<file path="config.mk">
export PLATFORM = sky130hd
export DESIGN_NAME = jssk_ram
export DESIGN_NICKNAME = d
export VERILOG_FILES = /design/src/sv/jssk_ram.sv
export SDC_FILE = /design/constraint.sdc
export NUM_CORES = 2
export LEC_CHECK = 0
export BUFFER_PORTS_ARGS = -buffer_cell sky130_fd_sc_hd__clkbuf_2
export CORE_MARGIN = 2
export CORE_UTILIZATION = 65
export CTS_BUF_LIST = sky130_fd_sc_hd__clkbuf_4 sky130_fd_sc_hd__clkbuf_8
export DETAILED_ROUTE_END_ITERATION = 8
export PLACE_DENSITY_LB_ADDON = 0.15
export SLEW_MARGIN = 20
export SYNTH_ARGS = -nofsm -noshare
export SYNTH_HDL_FRONTEND = slang
export SYNTH_SLANG_ARGS = --single-unit
</file>
<file path="constraint.sdc">
create_clock -name clock -period 4.8 [get_ports clock]
set_input_delay 0.48 -clock clock [delete_from_list [all_inputs] [get_ports clock]]
set_output_delay 0.48 -clock clock [all_outputs]
set_load 0.01 [all_outputs]
</file>
<file path="src/sv/jssk_ram.sv">
module jssk_ram #(
   parameter int WIDTH  = 64,
   parameter int DEPTH  = 32,
   parameter int ADDR_W = (DEPTH > 1) ? $clog2(DEPTH) : 1
) (
   input  logic              clock,
   input  logic              wr_en,
   input  logic [ADDR_W-1:0] wr_addr,
   input  logic [WIDTH-1:0]  wr_data,
   input  logic              rd_en,
   input  logic [ADDR_W-1:0] rd_addr,
   output logic [WIDTH-1:0]  rd_data
);

   logic [WIDTH-1:0] mem_ff [DEPTH];
   logic [WIDTH-1:0] rd_data_ff;

   always_ff @(posedge clock) begin
      if (wr_en) begin
         mem_ff[wr_addr] <= wr_data;
      end
   end

   // Read data holds until the next enabled read.
   always_ff @(posedge clock) begin
      if (rd_en) begin
         rd_data_ff <= mem_ff[rd_addr];
      end
   end

   assign rd_data = rd_data_ff;

endmodule

</file>
-- After elaboration in Yosys (flattened, before gate mapping)
Memories as Yosys holds them, arrays and structs flattened. A register that Yosys moved wholly into a read port is not among the register bits.
Cells that the tools add are included.
- add/sub/neg operators: 0
- multipliers: 0
- div/mod/pow operators: 0
- $lt $le $gt $ge: 0
- equality and inequality tests: 0
- shifts and indexed selects: 0
- multiplexer cells: 2
- bitwise gates (word level): 0
- reduce and logical (&&, ||, !) cells: 0
- operators with widths (kind ; count):
    2-to-1 mux 1 bit ; 2
- bits in registers: 0
- bits in latches: 0
- RAM bits: 2048
- bits in read-only memories: 0
- input bits: 77
- logic and storage cells: 3
- memories: 1
- memory list (memory ; depth ; bits a word ; rd ports ; clocked after memory_dff ; write ports ; line ; text):
    mem_ff ; 32 ; 64 ; 1 ; 1 ; 1 ; 15 ; logic [WIDTH-1:0] mem_ff [DEPTH];

-- Longest topological paths before layout
- depth after elaboration: 2
- depth in mapped cells: 9
- depth with buffers taken out: 4

-- Worst setup path before layout
Ideal clock, no wire load.
- path kind: input to register
- start: input port wr_addr[1]
- end: memory mem_ff[12][0] (enable)
- setup time: 0.486 ns
- arrival time: 3.816 ns
- data required time: 4.314 ns
- path slack: 0.498 ns
- stages: 3
- path buffers: 1
- path through: or3b_2 -> clkbuf_1 -> nor2_1
- RTL lines (what ; line ; text):
    from (decl) ; 8 ; input logic [ADDR_W-1:0] wr_addr,
    to (decl) ; 15 ;
No word-level cell before the write port.

-- Final worst setup path
- start: input port wr_en
- end: memory mem_ff[27][49] (enable)
- word-level cells in the longest chain between the ends: 2
- RTL lines (what ; line ; text):
    from (decl) ; 7 ; input logic wr_en,
    2-to-1 mux 1 bit ; 19 ; if (wr_en) begin
    2-to-1 mux 1 bit (implied by the code) ; 20 ; mem_ff[wr_addr] <= wr_data;
Every way passes these cells.

==> flow_summary_export.csv <==
group,metric,value,unit
routing,drcViolationCount,0,
final_layout,syn2layout_area_growth,12.7,%
final_layout,nets,3649,
yosys,yosys_warnings,0,
job,cap_violations,0,
yosys,syn_area,79600,um2
setup_path,worstSetupStartpointType,"primary input",
die,io_pins,141,
setup_path,rr_worst_depth,3,
yosys,syn_inst,3097,
setup_path,path_delay_family,"simple AND/OR/NAND/NOR gates",
yosys,synthArstFlopShare,0,%
yosys,yosys.area.top_type,"edfxtp_1",
setup_path,path_buf_inv,2,
die,fp.dieArea,125000,um2
sta,worst_slew_pin_slew,1120,ps
setup_path,path_max_fanout,20,
yosys,mappedNetlistNets,3174,
final_layout,mostFrequentLayoutCells,"edfxtp_1, mux4_2, clkbuf_8",
yosys,synthDistinctLibCells,30,
yosys,synth-seq-cells,2112,
routing,drt_iter0_markers,5369,
place,hpwlAfterDp,93500,um
clock_network,cts_buffers,337,
pwr,swShare,20.8,%
clock_network,path_clk_slew,60,ps
routing,routed_wl,186000,um
grt,first_global_vias,37932,
setup_path,cp_num_cells,4,
setup_path,reg2reg_slack,2780,ps
sta,finalSetupViolCount,0,
pwr,seqPwrFrac,56.5,%
routing,vias,37127,
setup_path,cp.required,5430,ps
setup_path,setup.worst_path.end,"mem_ff[27][49]",
clock_network,clk_latency,1030,ps
routing,viasPerCell,6.84,
setup_path,cpMaxStageDelayCell,"nor2_4",
setup_path,r2r_start,"mem_ff[31][38]",
pwr,ir_drop,0.330,mV
clock_network,cts_tree,"built",
routing,wl_per_cell,34.3,um
pwr,combPwrFrac,4.8,%
final_layout,ff_latch_area,63400,um2
clock_network,cts_htree_levels,5,
routing,antenna_left,0,
outcome,outcome,"complete, no violations",
yosys,yosys_most_used_dff,"edfxtp_1",
setup_path,cp-end-kind,"register",
setup_path,critPathMaxStageDelay,1060,ps
yosys,yosys-top-cells-area,"edfxtp_1, mux4_2, mux2_2",
place,gp_congestion,0.771,
setup_path,worstSetupPathType,"in2reg",
die,fp.dieW,354,um
die,start_util,65.4,%
routing,dr.pass1.iters,8,
pwr,p_sw,7630,uW
sta,finalCritPeriodShare,48.9,%
clock_network,ctsLongestPathBuffers,4,
sta,max_freq,426,MHz
worst_hold_path,hold_path.class,"in2reg",
grt,grt-ovfl-total,0,
setup_path,critPathArrivalTime,2970,ps
place,placed_cell_area,83300,um2
pwr,power_density,408,nW/um2
yosys,synth_edf_count,2112,
clock_network,cts.sink_count,2112,
final_layout,mostFrequentLayoutCell,"edfxtp_1",
setup_path,startpoint,"wr_en",
pwr,power_leakage,0.0283,uW
clock_network,ctsResizeCount,0,
final_layout,n_fill_cell,6531,
place,portBuffers,140,
pwr,clkPwrFrac,38.7,%
sta,period_needed,2350,ps
sta,drv_slew,0,
sta,slew_headroom,25.0,%
pwr,power.internal,29000,uW
sta,finalHoldViolations,0,
yosys,syn_avg_cell_area,25.7,um2
setup_path,reg2reg_to,"rd_data[38]",
yosys,yosys.area.top_type_share,79.7,%
die,core_area,122000,um2
grt,grt_pass1_wl,265000,um
final_layout,stdcell_area,89700,um2
grt,antenna_found_initial,12,
setup_path,path_cells,"clkbuf_2 -> nand3_1 -> nor2_4 -> buf_4",
sta,fin_skew,45.6,ps
final_layout,multi_input_area,15700,um2
grt,grt_usage,30.4,%
yosys,yosysSeqAreaShare,79.7,%
die,rows,128,
sta,rsz0062_at_grt,"false",
clock_network,root_buffer,"clkbuf_8",
final_layout,drive_above_1_share,38.4,%
die,dieHeight,354,um
sta,fin_tns_setup,0,ps
grt,grt_max_degree,78,
## cells by family (layout without fill, tap and decap cells)
kind of cell    Yosys count  in the layout  synth area share, %
compound gates           50             50                0.462
buf+inv                 157            853                0.937
flops                  2112           2112                 79.7
mux                     714            714                 18.6
other cells               0             10                    0
simple gates             64             64                0.376
## power by group through the flow
stage                     clock network [uW]  logic (uW)  registers, uW
final                                  14200        1760          20700
after global routing                   15100        1860          20700
after CTS                              14400        1770          20700
after detailed placement                   0        1740          21100
after global placement                     0        1690          21000
after floorplan                            0        1030          21100
## sequential cells by signal, summed over array words and instances, names as in the netlist
name,flops
mem_ff,2048
rd_data,64
## per-stage QoR
stage	utilization, %	hold WS (ps)	cells	power, uW	worst slack, ps
floorplan	-	579	3097	22100	498
global placement	68.4	853	4830	22700	1530
detailed placement	68.4	856	4830	22800	1460
CTS	73.7	0.179	5417	36800	2530
global route	73.7	85.6	5422	37700	2460
finish	73.7	70.5	5428	36600	2450
## worst min-delay path by stage
stage                        startpoint             end  slack, ps  cells past startpoint
after CTS                   wr_data[56]   mem_ff[0][56]        0.2                      1
final                       wr_data[26]  mem_ff[17][26]         70                      1
after detailed placement  mem_ff[5][34]     rd_data[34]        860                      3
after global routing        wr_data[42]   mem_ff[0][42]         90                      1
after floorplan              wr_data[0]    mem_ff[0][0]        580                      0
after global placement    mem_ff[4][34]     rd_data[34]        850                      3
## area by class of cell
class	count	share of cell area, %
antenna	10	0.0279
inverter	1	0.00418
clock inverter	113	0.635
sequential	2112	70.7
tap	1625	2.27
timing repair buffer	292	2.74
multi-input combinational	828	17.5
clock buffer	447	6.16
## synthesized netlist by cell type, types with 4 or more instances
library cell and n:
nand3b_1 5, nor2_1 41, mux2i_1 38, a221oi_1 12, mux2_2 74, buf_4 14
o21ai_0 9, buf_2 65, edfxtp_1 2112, buf_1 19, clkbuf_1 55, o22ai_1 10
mux4_2 602, nor2b_1 4
## metal layers
metal	up-vias	share of wire [%]	global-route usage, %
met3	316	11	6.63
met1	19866	38	44.6
met2	2398	49	47.6
li1	14537	-	-
met5	-	0.035	0
met4	10	2.1	8.37
## what timing repair did
action                                 in CTS  in global routing
endpoints found under the hold margin     400                  0
hold buffers                               27                  0
setup buffers                               0                  0
Power figures use the tool's default switching activity.
